File: config.mk
export PLATFORM = sky130hd
export DESIGN_NAME = sliding_window_peak_to_peak_core
export DESIGN_NICKNAME = d
export VERILOG_FILES = /design/src/rtl/core/swp2p_pkg.sv /design/src/rtl/core/swp2p_store.sv /design/src/rtl/core/swp2p_minmax.sv /design/src/rtl/core/sliding_window_peak_to_peak_core.sv
export SDC_FILE = /design/constraint.sdc
export NUM_CORES = 1
export LEC_CHECK = 0
export BUFFER_PORTS_ARGS = -buffer_cell sky130_fd_sc_hd__buf_2
export CAP_MARGIN = 20
export CORE_UTILIZATION = 60
export DETAILED_ROUTE_END_ITERATION = 8
export PLACE_DENSITY = 0.77
export SLEW_MARGIN = 0
export SYNTH_ARGS = -nofsm -noshare
export SYNTH_HDL_FRONTEND = slang
export SYNTH_SLANG_ARGS = --single-unit
export TNS_END_PERCENT = 20
File: constraint.sdc
create_clock -name clk -period 3.2 [get_ports clk]
set_input_delay 0.16 -clock clk [delete_from_list [all_inputs] [get_ports clk]]
set_output_delay 0.16 -clock clk [all_outputs]
set_load 0.1 [all_outputs]
File: src/rtl/core/swp2p_pkg.sv
// ----------------------------------------------------------------------------
// swp2p_pkg: shared types and defaults for the sliding window peak-to-peak core
// Holds the default window geometry and the control bundle that the sequencer
// hands to the compare unit.
// ----------------------------------------------------------------------------
package swp2p_pkg;

	localparam int DEFAULT_WINDOW      = 100;
	localparam int DEFAULT_SAMPLE_BITS = 10;

	// control from the sequencer to the shared compare unit
	typedef struct packed {
		logic clear;   // restart the running max/min
		logic en;      // fold the current read data in
	} swp2p_cmp_ctrl_t;

endpackage

File: src/rtl/core/swp2p_store.sv
// ----------------------------------------------------------------------------
// swp2p_store: window sample memory
// One write port and one read port, read data registered.
// ----------------------------------------------------------------------------
module swp2p_store #(
	parameter int DEPTH  = 100,
	parameter int DATA_W = 10,
	parameter int ADDR_W = 7
) (
	input  logic              clk,
	input  logic              wr_en,
	input  logic [ADDR_W-1:0] wr_addr,
	input  logic [DATA_W-1:0] wr_data,
	input  logic              rd_en,
	input  logic [ADDR_W-1:0] rd_addr,
	output logic [DATA_W-1:0] rd_data
);

	logic [DATA_W-1:0] mem [DEPTH];
	logic [DATA_W-1:0] rd_data_q;

	always_ff @(posedge clk) begin
		if (wr_en) begin
			mem[wr_addr] <= wr_data;
		end
	end

	always_ff @(posedge clk) begin
		if (rd_en) begin
			rd_data_q <= mem[rd_addr];
		end
	end

	assign rd_data = rd_data_q;

endmodule

File: src/rtl/core/swp2p_minmax.sv
// ----------------------------------------------------------------------------
// swp2p_minmax: shared compare unit
// Folds one sample per cycle, while en is set, into a running maximum and minimum.
// ----------------------------------------------------------------------------
module swp2p_minmax
	import swp2p_pkg::*;
#(
	parameter int DATA_W = 10
) (
	input  logic            clk,
	input  swp2p_cmp_ctrl_t ctrl,
	input  logic [DATA_W-1:0] value,
	output logic [DATA_W-1:0] hi,
	output logic [DATA_W-1:0] lo
);

	logic [DATA_W-1:0] hi_q;
	logic [DATA_W-1:0] lo_q;

	// clear seeds the max with all zeros and the min with all ones
	always_ff @(posedge clk) begin
		if (ctrl.clear) begin
			hi_q <= '0;
			lo_q <= '1;
		end else if (ctrl.en) begin
			if (value > hi_q) begin
				hi_q <= value;
			end
			if (value < lo_q) begin
				lo_q <= value;
			end
		end
	end

	assign hi = hi_q;
	assign lo = lo_q;

endmodule

File: src/rtl/core/sliding_window_peak_to_peak_core.sv
// ----------------------------------------------------------------------------
// sliding_window_peak_to_peak_core: windowed max, min and peak-to-peak level
// Keeps the most recent WINDOW samples in a ring and reports, per sample,
// the largest, the smallest and their difference over the filled entries.
// ----------------------------------------------------------------------------
// Usage:
//   Input request (s_axis_*): one sample in tdata, taken when tvalid and
//   tready are both high. tready is high only while the core is idle.
//   Output request (m_axis_*): one result per sample, packed max, min and
//   peak-to-peak in tdata, held in an output register until taken.
//   Sequence: after a sample is taken, one read per filled entry walks the
//   memory through a single compare unit: ST_SCAN issues the reads,
//   ST_DRAIN folds in the last read data and ST_DONE loads the result. The
//   next sample is taken only after the result is loaded, once the core is
//   back in ST_IDLE. The single memory read port sets the pace of the scan.
//   Stall: a new sample is taken while an earlier result still waits; the
//   core then waits in ST_DONE, its new result held in the compare unit,
//   until the output register frees up, and stays not ready meanwhile.
//   Reset: arst_n clears fill count, write pointer and all control state at
//   once. The sample memory is not cleared; only written entries are read.
// ----------------------------------------------------------------------------
module sliding_window_peak_to_peak_core
	import swp2p_pkg::*;
#(
	parameter int WINDOW      = DEFAULT_WINDOW,
	parameter int SAMPLE_BITS = DEFAULT_SAMPLE_BITS,
	localparam int IN_W  = ((SAMPLE_BITS + 7) / 8) * 8,
	localparam int OUT_W = ((3 * SAMPLE_BITS + 7) / 8) * 8
) (
	input  logic             clk,
	input  logic             arst_n,
	// input: [SAMPLE_BITS-1:0] sample, zeros above
	input  logic             s_axis_tvalid,
	output logic             s_axis_tready,
	input  logic [IN_W-1:0]  s_axis_tdata,
	// output: window_max, then window_min, then peak_to_peak, zeros above
	output logic             m_axis_tvalid,
	input  logic             m_axis_tready,
	output logic [OUT_W-1:0] m_axis_tdata
);

	localparam int PTR_W  = $clog2(WINDOW);
	localparam int FILL_W = PTR_W + 1;

	typedef enum logic [1:0] {
		ST_IDLE,
		ST_SCAN,
		ST_DRAIN,
		ST_DONE
	} state_t;

	state_t               state_q;
	logic [PTR_W-1:0]     wr_ptr_q;
	logic [FILL_W-1:0]    fill_q;
	logic [PTR_W-1:0]     idx_q;
	logic                 rd_vld_s1;
	logic                 m_valid_q;
	logic [3*SAMPLE_BITS-1:0] m_data_q;

	logic                 accept;
	logic                 scan_last;
	logic                 out_free;
	logic [SAMPLE_BITS-1:0] sample;
	logic [SAMPLE_BITS-1:0] rd_data;
	logic [SAMPLE_BITS-1:0] hi;
	logic [SAMPLE_BITS-1:0] lo;
	logic [SAMPLE_BITS-1:0] p2p;
	swp2p_cmp_ctrl_t      cmp_ctrl;

	assign s_axis_tready = (state_q == ST_IDLE);
	assign accept        = s_axis_tvalid && s_axis_tready;
	assign sample        = s_axis_tdata[SAMPLE_BITS-1:0];

	// last entry of the filled region; fill_q is at least one while scanning
	assign scan_last = ({1'b0, idx_q} == (fill_q - FILL_W'(1)));

	// output register can take a result when empty or being drained
	assign out_free = !m_valid_q || m_axis_tready;

	assign p2p = hi - lo;

	assign cmp_ctrl.clear = accept;
	assign cmp_ctrl.en    = rd_vld_s1;

	swp2p_store #(
		.DEPTH  (WINDOW),
		.DATA_W (SAMPLE_BITS),
		.ADDR_W (PTR_W)
	) u_store (
		.clk     (clk),
		.wr_en   (accept),
		.wr_addr (wr_ptr_q),
		.wr_data (sample),
		.rd_en   (state_q == ST_SCAN),
		.rd_addr (idx_q),
		.rd_data (rd_data)
	);

	swp2p_minmax #(
		.DATA_W (SAMPLE_BITS)
	) u_minmax (
		.clk   (clk),
		.ctrl  (cmp_ctrl),
		.value (rd_data),
		.hi    (hi),
		.lo    (lo)
	);

	// sequencer: state, ring bookkeeping and the output register
	always_ff @(posedge clk or negedge arst_n) begin
		if (!arst_n) begin
			state_q   <= ST_IDLE;
			wr_ptr_q  <= '0;
			fill_q    <= '0;
			idx_q     <= '0;
			rd_vld_s1 <= 1'b0;
			m_valid_q <= 1'b0;
			m_data_q  <= '0;
		end else begin
			rd_vld_s1 <= (state_q == ST_SCAN);

			// drop a result the receiver has taken; a result loading in
			// ST_DONE takes its place instead
			if (m_valid_q && m_axis_tready && state_q != ST_DONE) begin
				m_valid_q <= 1'b0;
			end

			case (state_q)
				ST_IDLE: begin
					if (accept) begin
						// advance the ring pointer, wrap at the window end
						if (wr_ptr_q == PTR_W'(WINDOW - 1)) begin
							wr_ptr_q <= '0;
						end else begin
							wr_ptr_q <= wr_ptr_q + PTR_W'(1);
						end
						// grow the fill count until the window is full
						if (fill_q != FILL_W'(WINDOW)) begin
							fill_q <= fill_q + FILL_W'(1);
						end
						idx_q   <= '0;
						state_q <= ST_SCAN;
					end
				end
				ST_SCAN: begin
					if (scan_last) begin
						state_q <= ST_DRAIN;
					end else begin
						idx_q <= idx_q + PTR_W'(1);
					end
				end
				ST_DRAIN: begin
					// last read data folds in at this edge
					state_q <= ST_DONE;
				end
				ST_DONE: begin
					if (out_free) begin
						m_valid_q <= 1'b1;
						m_data_q  <= {p2p, lo, hi};
						state_q   <= ST_IDLE;
					end
				end
				default: begin
					state_q <= ST_IDLE;
				end
			endcase
		end
	end

	assign m_axis_tvalid = m_valid_q;
	assign m_axis_tdata  = OUT_W'(m_data_q);

	// fill count never passes the window depth
	assert property (@(posedge clk) disable iff (!arst_n)
		fill_q <= FILL_W'(WINDOW))
		else $error("fill count beyond window depth");

	// a taken sample always starts a scan on the next cycle
	assert property (@(posedge clk) disable iff (!arst_n)
		accept |=> (state_q == ST_SCAN))
		else $error("accepted sample did not start a scan");

	// the scan index stays inside the filled region
	assert property (@(posedge clk) disable iff (!arst_n)
		(state_q == ST_SCAN) |-> ({1'b0, idx_q} < fill_q))
		else $error("scan index outside filled entries");

	// read data is only expected right after a scan cycle
	assert property (@(posedge clk) disable iff (!arst_n)
		rd_vld_s1 |-> (state_q == ST_SCAN || state_q == ST_DRAIN))
		else $error("read data valid outside scan");

	// a presented result always has max not below min
	assert property (@(posedge clk) disable iff (!arst_n)
		m_valid_q |-> (m_data_q[SAMPLE_BITS-1:0] >= m_data_q[2*SAMPLE_BITS-1:SAMPLE_BITS]))
		else $error("window max below window min");

endmodule

# [Word-level counts from Yosys, hierarchy flattened]
# Memories as Yosys holds them, arrays and structs flattened. A register that Yosys moved wholly into a read port is not among the register bits.
# Cells that the tools add are included.
[word_totals] reg_bits=76 ramBits=1000 in_bits=20 output_inout_bits=34 memories=1
[mem_list] name="u_store.mem" words=100 width=10 read_ports=1 rd_clocked_by_memory_dff=1 write_ports=1 line_no="swp2p_store.sv:19" rtl="logic [DATA_W-1:0] mem [DEPTH];"
[classes] n_addsub=5 n_lt_le_gt_ge=2 n_eq_ne=11 mux=13 n_reduce_logical=14
[ops] op="$mux W7" n=3
[ops] op="$add A7 B1 Y7 const B" n=2
[ops] op="$pmux W7 S2" n=1
[ops] op="$gt A10 B10 Y1" n=1
[ops] op="$lt A10 B10 Y1" n=1
[ops] op="$sub A10 B10 Y10" n=1
[ops] op="$reduce_and A3 Y1" n=3
[ops] op="$add A8 B1 Y8 const B" n=1
[ops] op="$eq A7 B8 Y1" n=1
[ops] op="$ne A2 B2 Y1 const B" n=4
[ops] op="$ne A8 B7 Y1 const B" n=1
[ops] op="$pmux W2 S4" n=1
[ops] op="$reduce_and A2 Y1" n=4
[ops] op="$sub A8 B1 Y8 const B" n=1
[ops] op="$eq A7 B7 Y1 const B" n=1
[ops] op="$mux W2" n=3
[ops] op="$mux W1" n=5
[ops] op="$eq A2 B2 Y1 const B" n=2
[ops] op="$logic_and A1 B1 Y1" n=3
[ops] op="$eq A2 B1 Y1 const B" n=1
[ops] op="$logic_not A2 Y1" n=1
[ops] op="$ne A2 B1 Y1 const B" n=1
[ops] op="$reduce_bool A2 Y1" n=1
[ops] op="$logic_not A1 Y1" n=1
[ops] op="$logic_or A1 B1 Y1" n=1

# [Depth between registers and ports, before layout]
# Gate-level depths: netlist (run 1).
[depth] word_depth=5 ltp_mapped=11 depth_no_buf=10

# [By module]
# Synthesis (run 1) repeated with hierarchy kept, for this count alone.
[unflattened] hier_cells=2228 hier_area_um2=43447.9
[modules_own_cells] module="swp2p_store" instances=1 cells_each=1728 area_each_um2=38934.8
[modules_own_cells] module="sliding_window_peak_to_peak_core" instances=1 cells_each=349 area_each_um2=3193.1
[modules_own_cells] module="swp2p_minmax" instances=1 cells_each=151 area_each_um2=1320.0

# [Worst setup path before layout (run 1)]
# OpenSTA, ideal clock, no wires.
[synth_timing] path_type="reg-to-reg" start="reg state_q[0]" end="mem u_store.mem[95][0] (enable)" setup_time_ns=0.392 arrival_time_ns=3.115 path_slack_ns=-0.308 stages_incl_launch_ff=9 synth_period_minus_slack_ns=3.508 path_cell_list="dfrtp_1 > inv_1 > ha_1 > and3_1 > clkbuf_1 > nand3_1 > inv_1 > nand3_1 > nor3b_1"
[synth_between] elab_chain_len=4
[synth_lines] element="start: declaration" line_no="sliding_window_peak_to_peak_core.sv:52" rtl="state_t state_q;"
[synth_lines] element="start signal: assignment" line_no="sliding_window_peak_to_peak_core.sv:112" rtl="state_q <= ST_IDLE;"
[synth_lines] element="start signal: assignment" line_no="sliding_window_peak_to_peak_core.sv:142" rtl="state_q <= ST_SCAN;"
[synth_lines] element="start signal: assignment" line_no="sliding_window_peak_to_peak_core.sv:147" rtl="state_q <= ST_DRAIN;"
[synth_lines] element="$logic_not A2 Y1" line_no="sliding_window_peak_to_peak_core.sv:70" rtl="assign s_axis_tready = (state_q == ST_IDLE);"
[synth_lines] element="via s_axis_tready" line_no="sliding_window_peak_to_peak_core.sv:34" rtl="output logic s_axis_tready,"
[synth_lines] element="$logic_and A1 B1 Y1" line_no="sliding_window_peak_to_peak_core.sv:71" rtl="assign accept = s_axis_tvalid && s_axis_tready;"
[synth_lines] element="$mux W1" line_no="swp2p_store.sv:23" rtl="if (wr_en) begin"
[synth_lines] element="$mux W1 (implied by the code)" line_no="swp2p_store.sv:24" rtl="mem[wr_addr] <= wr_data;"
[synth_lines] element="end: declaration" line_no="swp2p_store.sv:19"
# The timed path passes the listed nets, and every way through them passes these cells.

# [Final worst setup path (run 1)]
[layout_timing] start="reg state_q[0]" end="mem u_store.mem[94][0] (enable)"
[layout_between] elab_chain_len=4
[layout_lines] element="$logic_not A2 Y1" line_no="sliding_window_peak_to_peak_core.sv:70"
[layout_lines] element="$logic_and A1 B1 Y1" line_no="sliding_window_peak_to_peak_core.sv:71"
[layout_lines] element="$mux W1" line_no="swp2p_store.sv:23"
[layout_lines] element="$mux W1 (implied by the code)" line_no="swp2p_store.sv:24"
# No other way between the ends.

==> flow_metrics.tcl, run 1 <==
set metrics [dict create \
    die_area_um2 73190 \
    wl_met2_um 47430 \
    postCtsHoldBufs 3 \
    cp-start-kind "register" \
    ys_seq_area_frac 0.7426 \
    hpwl_um 56750 \
    synth_area_leaders "edfxtp_1 70%, mux4_2 9.4%, mux2i_1 4.6%, dfrtp_1 3.2%, nor2_1 1.1%" \
    finalCritPeriodShare 0.9050 \
    core_um2 71360 \
    clk_latency_ns 0.68 \
    cts.repair.resized 0 \
    tns_ns 0 \
    top_level_ports 54 \
    drtIter0Drc 2841 \
    slowest_stage "nor2_1" \
    drc 0 \
    areaGrowthSynthToFinish_pct 13.74 \
    min_period_ns 2.896 \
    grt_pass1_wl_um 145500 \
    diodes 0 \
    hp-start "s_axis_tdata[6]" \
    final_core_util 0.6896 \
    reg2reg_from "state_q[0]" \
    max_freq_mhz 345.3 \
    nets 2603 \
    start_util 0.6063 \
    cts_buffers 105 \
    status "completed" \
    synthFlopType "edfxtp_1" \
    worstPathArrival_ns 3.26 \
    multi_input_area_um2 10430 \
    synth-seq-cells 1086 \
    path_cells "inv_1 -> ha_1 -> nand2_1 -> nor2_1 -> nand3_1 -> buf_4 -> nor2_1 -> buf_4" \
    seqCellArea_um2 32140 \
    synth.distinct_cells 59 \
    hold_path.class "primary input to register" \
    gr-total-overflow 0 \
    cts_tree "built" \
    leakagePower_nw 16.34 \
    cts_root_buf "clkbuf_16" \
    die_w_um 270.5 \
    fin_cells 3583 \
    crit_path_max_fanout 10 \
    nFillCells 4312 \
    crit_type "register to register" \
    skew_ns 0.02956 \
    port_buffers 45 \
    grt_pass1_vias 23230 \
    ant_nets 0 \
    top_layer_used "met5" \
    relSlewSlack 0.2105 \
    final_cell_mix "1,010 x edfxtp_1, 201 x mux2i_1, 180 x mux4_2" \
    cts_sinks 1086 \
    synth.top_cell.area_share 0.7009 \
    hold_end "u_store.mem[16][6]" \
    synthesis.area_um2 43270 \
    synth.yosys.warnings 0 \
    slew_violations 0 \
    met3_length_um 9039 \
    m1WireLength_um 38850 \
    reg2reg_depth 8 \
    synth_top_cell_by_area "edfxtp_1" \
    syn_inst 2352 \
    num_vias 23380 \
    mostFrequentLayoutCell "edfxtp_1" \
    post_cts_buffers 0 \
    fin_area_um2 49210 \
    synth_async_sr_flop_share 0.05157 \
    max_stage_delay_ns 0.48 \
    cp-end-kind "register" \
    place_area_um2 45530 \
    maxCapViolations 0 \
    gp_congestion 0.8686 \
    tightest_slew_ns 1.184 \
    power-per-cell-area_nw_per_um2 838.6 \
    row_count 98 \
    dpl.cell_count 3374 \
    grt_max_degree 101 \
    cp.required_ns 3.56 \
    hold_depth 1 \
    final_hold_viol_count 0 \
    reg2reg_slack_ns 0.30 \
    post_drt_wl_per_cell_um 27.67 \
    vias_per_cell 6.526 \
    cts_buffer_depth 3 \
    htreeDepth 3 \
    die-height_um 270.5 \
    drive_gt1_frac 0.2150 \
    synth_edf_count 1010 \
    dr.pass1.iters 6 \
    ir_worst_vdd_mv 1.015 \
    clk_pin_slew_ns 0.06 \
    setup_viol 0 \
    r2r_end "u_store.mem[94][0]" \
    routed_wl_um 99130 \
    antenna_found_initial 3 \
    avgSynthCellArea_um2 18.40 \
    rsz0062_at_grt "no" \
    grtUsageTotal 0.2696 \
]
worst max path at each step:
stage,startpoint,to,slack [ns],depth (start not counted)
after global placement,idx_q[1],u_store.rd_data[0],0.51,8
after global routing,state_q[0],u_store.mem[94][1],0.22,8
after detailed placement,idx_q[1],u_store.rd_data[6],0.45,8
after floorplan,state_q[0],u_store.mem[95][0],-0.31,8
after CTS,state_q[0],u_store.mem[94][7],0.37,8
final,state_q[0],u_store.mem[94][0],0.30,8
cell families after synthesis:
| group | synth area share |
|---|---|
| mux | 0.1436 |
| buf+inv | 0.01666 |
| xor+xnor | 0.006072 |
| flops | 0.7426 |
| other cells | 0.00008667 |
| simple gates | 0.03612 |
| compound gates | 0.04375 |
| fa+ha+maj | 0.01116 |
Yosys cell counts, types with 2 or more instances:
library cell	number
o21a_1	3
nor2b_1	13
dfxtp_1	20
nand2b_1	9
o21ai_0	74
clkbuf_1	76
and2_1	2
or4_1	2
buf_1	15
nand2_1	91
a2111oi_0	3
a221oi_1	4
nor3_1	12
mux2i_1	201
a211o_1	10
mux2_2	13
a21o_1	8
buf_2	36
nand3_1	50
and3_1	4
a21oi_1	64
nand4_1	9
dfrtp_1	56
nor2_1	126
a41oi_1	2
xnor2_1	20
ha_1	37
inv_1	36
o211ai_1	20
o31ai_1	3
xor2_1	10
nor3b_1	5
nor3b_2	2
or3_1	7
a31oi_1	3
o22ai_1	27
buf_4	6
o221ai_1	51
mux4_2	180
edfxtp_1	1010
a22oi_1	14
worst max-delay path, delay by kind of cell, from the launching register on:
family                   cells  cell delay [ns]
AND/OR/NAND/NOR              4             1.18
flip-flops                   1             0.40
adder cells (fa/ha/maj)      1             0.29
buffers and inverters        3             0.71
area by class of cell:
cell class	instances	area share
inverters	36	0.002746
flip-flops and latches	1086	0.6531
repair buffers	220	0.03819
multi-input cells	1096	0.2119
well taps	950	0.02415
clock inverters	61	0.01368
clock buffers	134	0.05621
registers in the layout, indices dropped and copies added, names as in the netlist:
signal           count
u_store.mem       1000
m_data_q            30
u_minmax.hi         10
u_minmax.lo         10
u_store.rd_data     10
fill_q               8
idx_q                7
wr_ptr_q             7
state_q              2
m_axis_tvalid        1
rd_vld_s1            1
through the flow:
step                hold slack (ns)  setup WS, ns  power, W
floorplan                   -0.1356       -0.3076   0.02548
global placement             0.1976        0.5082   0.02866
detailed placement           0.2031        0.4497   0.02899
CTS                         0.02116        0.3687   0.04126
global route                0.02084        0.2246   0.04269
finish                      0.02667        0.3041   0.04127
routing by layer:
metal,GRT usage,vias to the layer above
li1,-,9851
met1,0.3835,11900
met2,0.4219,1368
met5,0,-
met4,0.09813,6
met3,0.05112,255
where the power goes:
part	total, W	internal [W]	switching (W)
Clock	0.0123	0.00717	0.00517
Sequential	0.0167	0.0162	0.000583
Combinational	0.0122	0.00465	0.00754
Note: power is estimated with default switching activity, not from simulation.
==> run 2: changes to the inputs <==
--- a/config.mk
+++ b/config.mk
@@ -5,6 +5,7 @@
 export SDC_FILE = /design/constraint.sdc
 export NUM_CORES = 1
 export LEC_CHECK = 0
+export ABC_AREA = 1
 export BUFFER_PORTS_ARGS = -buffer_cell sky130_fd_sc_hd__buf_2
 export CAP_MARGIN = 20
 export CORE_UTILIZATION = 60
==> flow_metrics.tcl, run 2 <==
set metrics [dict create \
    synth.distinct_cells 41 \
    synth.yosys.warnings 0 \
    max_freq_mhz 357.6 \
    synth_top_family_by_area "simple AND/OR/NAND/NOR gates" \
    htreeDepth 3 \
    cts_tree "built" \
    synth.top_cell.area_share 0.6590 \
    largest_register_ffs 1000 \
    final_cell_mix "1,493 x nand2_1, 1,010 x edfxtp_1, 462 x nand3_1" \
    relSlewSlack 0.2325 \
    core_um2 75950 \
    row_count 101 \
    setup_viol 0 \
    drive_gt1_frac 0.08962 \
    crit_type "register to register" \
    max_stage_delay_ns 0.54 \
    tightest_slew_ns 1.151 \
    routed_wl_um 113600 \
    synthesis.area_um2 46020 \
    skew_ns 0.01972 \
    grt_max_degree 108 \
    synth_xor_xnor_area_share 0.003997 \
    yosys.area_share.simple 0.2129 \
    gp_congestion 0.8899 \
    path_cells "buf_12 -> buf_4 -> nor2_1 -> nor2_1 -> o21ai_0 -> nand3_1 -> nand3_1 -> nand2_1 -> nand3_1 -> nand2_1 -> nand2_1 -> nand2_1" \
    clk_latency_ns 0.68 \
    synth_top_cell_by_area "edfxtp_1" \
    ant_nets 0 \
    synth_area_leaders "edfxtp_1 66%, nand2_1 12%, nand3_1 5.0%, nor2_1 3.4%, dfrtp_1 3.0%" \
    port_buffers 45 \
    cp.required_ns 3.73 \
    place_area_um2 48170 \
    reg2reg_slack_ns 0.40 \
    ys_seq_area_frac 0.6982 \
    cp-end-kind "register" \
    grt_pass1_wl_um 174000 \
    syn_inst 4299 \
    post_cts_buffers 0 \
    gr-total-overflow 0 \
    power.share.sequential 0.410 \
    finalCritPeriodShare 0.8739 \
    maxCapViolations 0 \
    final_hold_viol_count 2 \
    cp.buffers_inverters 2 \
    final_core_util 0.6814 \
    fin_area_um2 51750 \
    cts_buffers 107 \
    die-height_um 279.0 \
    crit_top_cell "nand2_1" \
    clkPwrFrac 0.305 \
    grtUsageTotal 0.2941 \
    antenna_found_initial 3 \
    die_w_um 279.0 \
    top_level_ports 54 \
    num_vias 31920 \
    post_drt_wl_per_cell_um 20.52 \
    clk_pin_slew_ns 0.06 \
    synth-adder-area-share 0.01049 \
    p_sw_w 0.01419 \
    status "finished with violations" \
    cts.repair.resized 0 \
    grt_pass1_vias 30780 \
    avgSynthCellArea_um2 10.70 \
    leakagePower_nw 20.31 \
    dr.pass1.iters 6 \
    synthFlopType "edfxtp_1" \
    power-per-cell-area_nw_per_um2 784.8 \
    p_int_w 0.02643 \
    start_util 0.6059 \
    synth_common_cells "1,493 x nand2_1, 1,010 x edfxtp_1, 462 x nand3_1" \
    fin_hold_ws_ns -0.009711 \
    fin_cells 5538 \
    crit_path_max_fanout 74 \
    synth_async_sr_flop_share 0.05157 \
    dpl.cell_count 5332 \
    synth_edf_count 1010 \
    cts_root_buf "clkbuf_16" \
    min_period_ns 2.796 \
    drc 0 \
    synth.area.mux_share 0 \
    cts_sinks 1086 \
    combPwrFrac 0.285 \
    hold_path.class "primary input to register" \
    hpwl_um 66070 \
    diodes 0 \
    drtIter0Drc 3872 \
    synth.most_common_cell "nand2_1" \
    cp_top_family "simple AND/OR/NAND/NOR gates" \
    cts_buffer_depth 3 \
    slowest_stage "dfrtp_4" \
    vias_per_cell 5.763 \
    nets 4477 \
    areaGrowthSynthToFinish_pct 12.46 \
    top_regs "u_store.mem: 1000 flops, m_data_q: 30 flops" \
    failed_checks "hold timing" \
    tns_ns 0 \
    ir_worst_vdd_mv 0.4698 \
    switching_share 0.3493 \
    rsz0062_at_grt "no" \
    mostFrequentLayoutCell "nand2_1" \
    synth_compound_area_frac 0.03252 \
    worstPathArrival_ns 3.33 \
    cp-start-kind "register" \
    die_area_um2 77810 \
    top_register "u_store.mem" \
    synth-seq-cells 1086 \
    slew_violations 0 \
]
[run 2: path summary, 6_finish.rpt]
kind / start / end / depth (start not counted)
max in group asynchronous: arst_n / m_data_q[19] / 3
min in group asynchronous: arst_n / fill_q[0] / 2
max: idx_q[0] / u_store.rd_data[7] / 12
max reg2reg: idx_q[0] / u_store.rd_data[7] / 12
min reg2reg: m_data_q[25] / m_data_q[25] / 2
min: s_axis_tdata[9] / u_store.mem[2][9] / 1
[run 2: layout make-up]
type	count	area (um^2)
clock buffer	129	2823
sequential	1086	32140
clock inverter	69	625.6
fill	5157	24200
multi-input combinational	2763	11980
timing repair buffer	244	2067
inverter	217	827.0
tap	1030	1289
[run 2: metrics by stage]
step / total power, W / worst slack (ns)
6_report: 0.04061 / 0.4036
5_1_grt: 0.04233 / 0.2690
4_1_cts: 0.04050 / 0.5165
3_5_place_dp: 0.02822 / 0.5234
3_3_place_gp: 0.02795 / 0.5779
2_1_floorplan: 0.02478 / -0.2271
[run 2: routing by layer]
metal  vias up  wire, um  GRT usage
met5         -        22          0
met3       255     11500    0.05372
met1     15260     43800     0.3936
li1      14740         -          -
met2      1662     53980     0.4752
met4         4      4335     0.1279
[run 2: kinds of logic after synthesis]
logic type / count (synthesis)
adder cells (fa/ha/maj): 38
XOR/XNOR: 21
AO/OA/AOI/OAI: 281
other: 1
flip-flops: 1086
AND/OR/NAND/NOR: 2421
buffers and inverters: 451
[run 2: power groups by stage]
stage | logic, W | registers (W) | clock network (W)
after global placement | 0.0110 | 0.0169 | 0
final | 0.0116 | 0.0166 | 0.0124
after CTS | 0.0114 | 0.0166 | 0.0124
after floorplan | 0.00678 | 0.0180 | 0
after global routing | 0.0126 | 0.0167 | 0.0130
after detailed placement | 0.0113 | 0.0169 | 0
[run 2: repair_timing]
item / 4_1_cts / 5_1_grt
hold buffers: 3 / 2
hold endpoints to repair: 36 / 24
setup endpoints to repair: 0 / 0
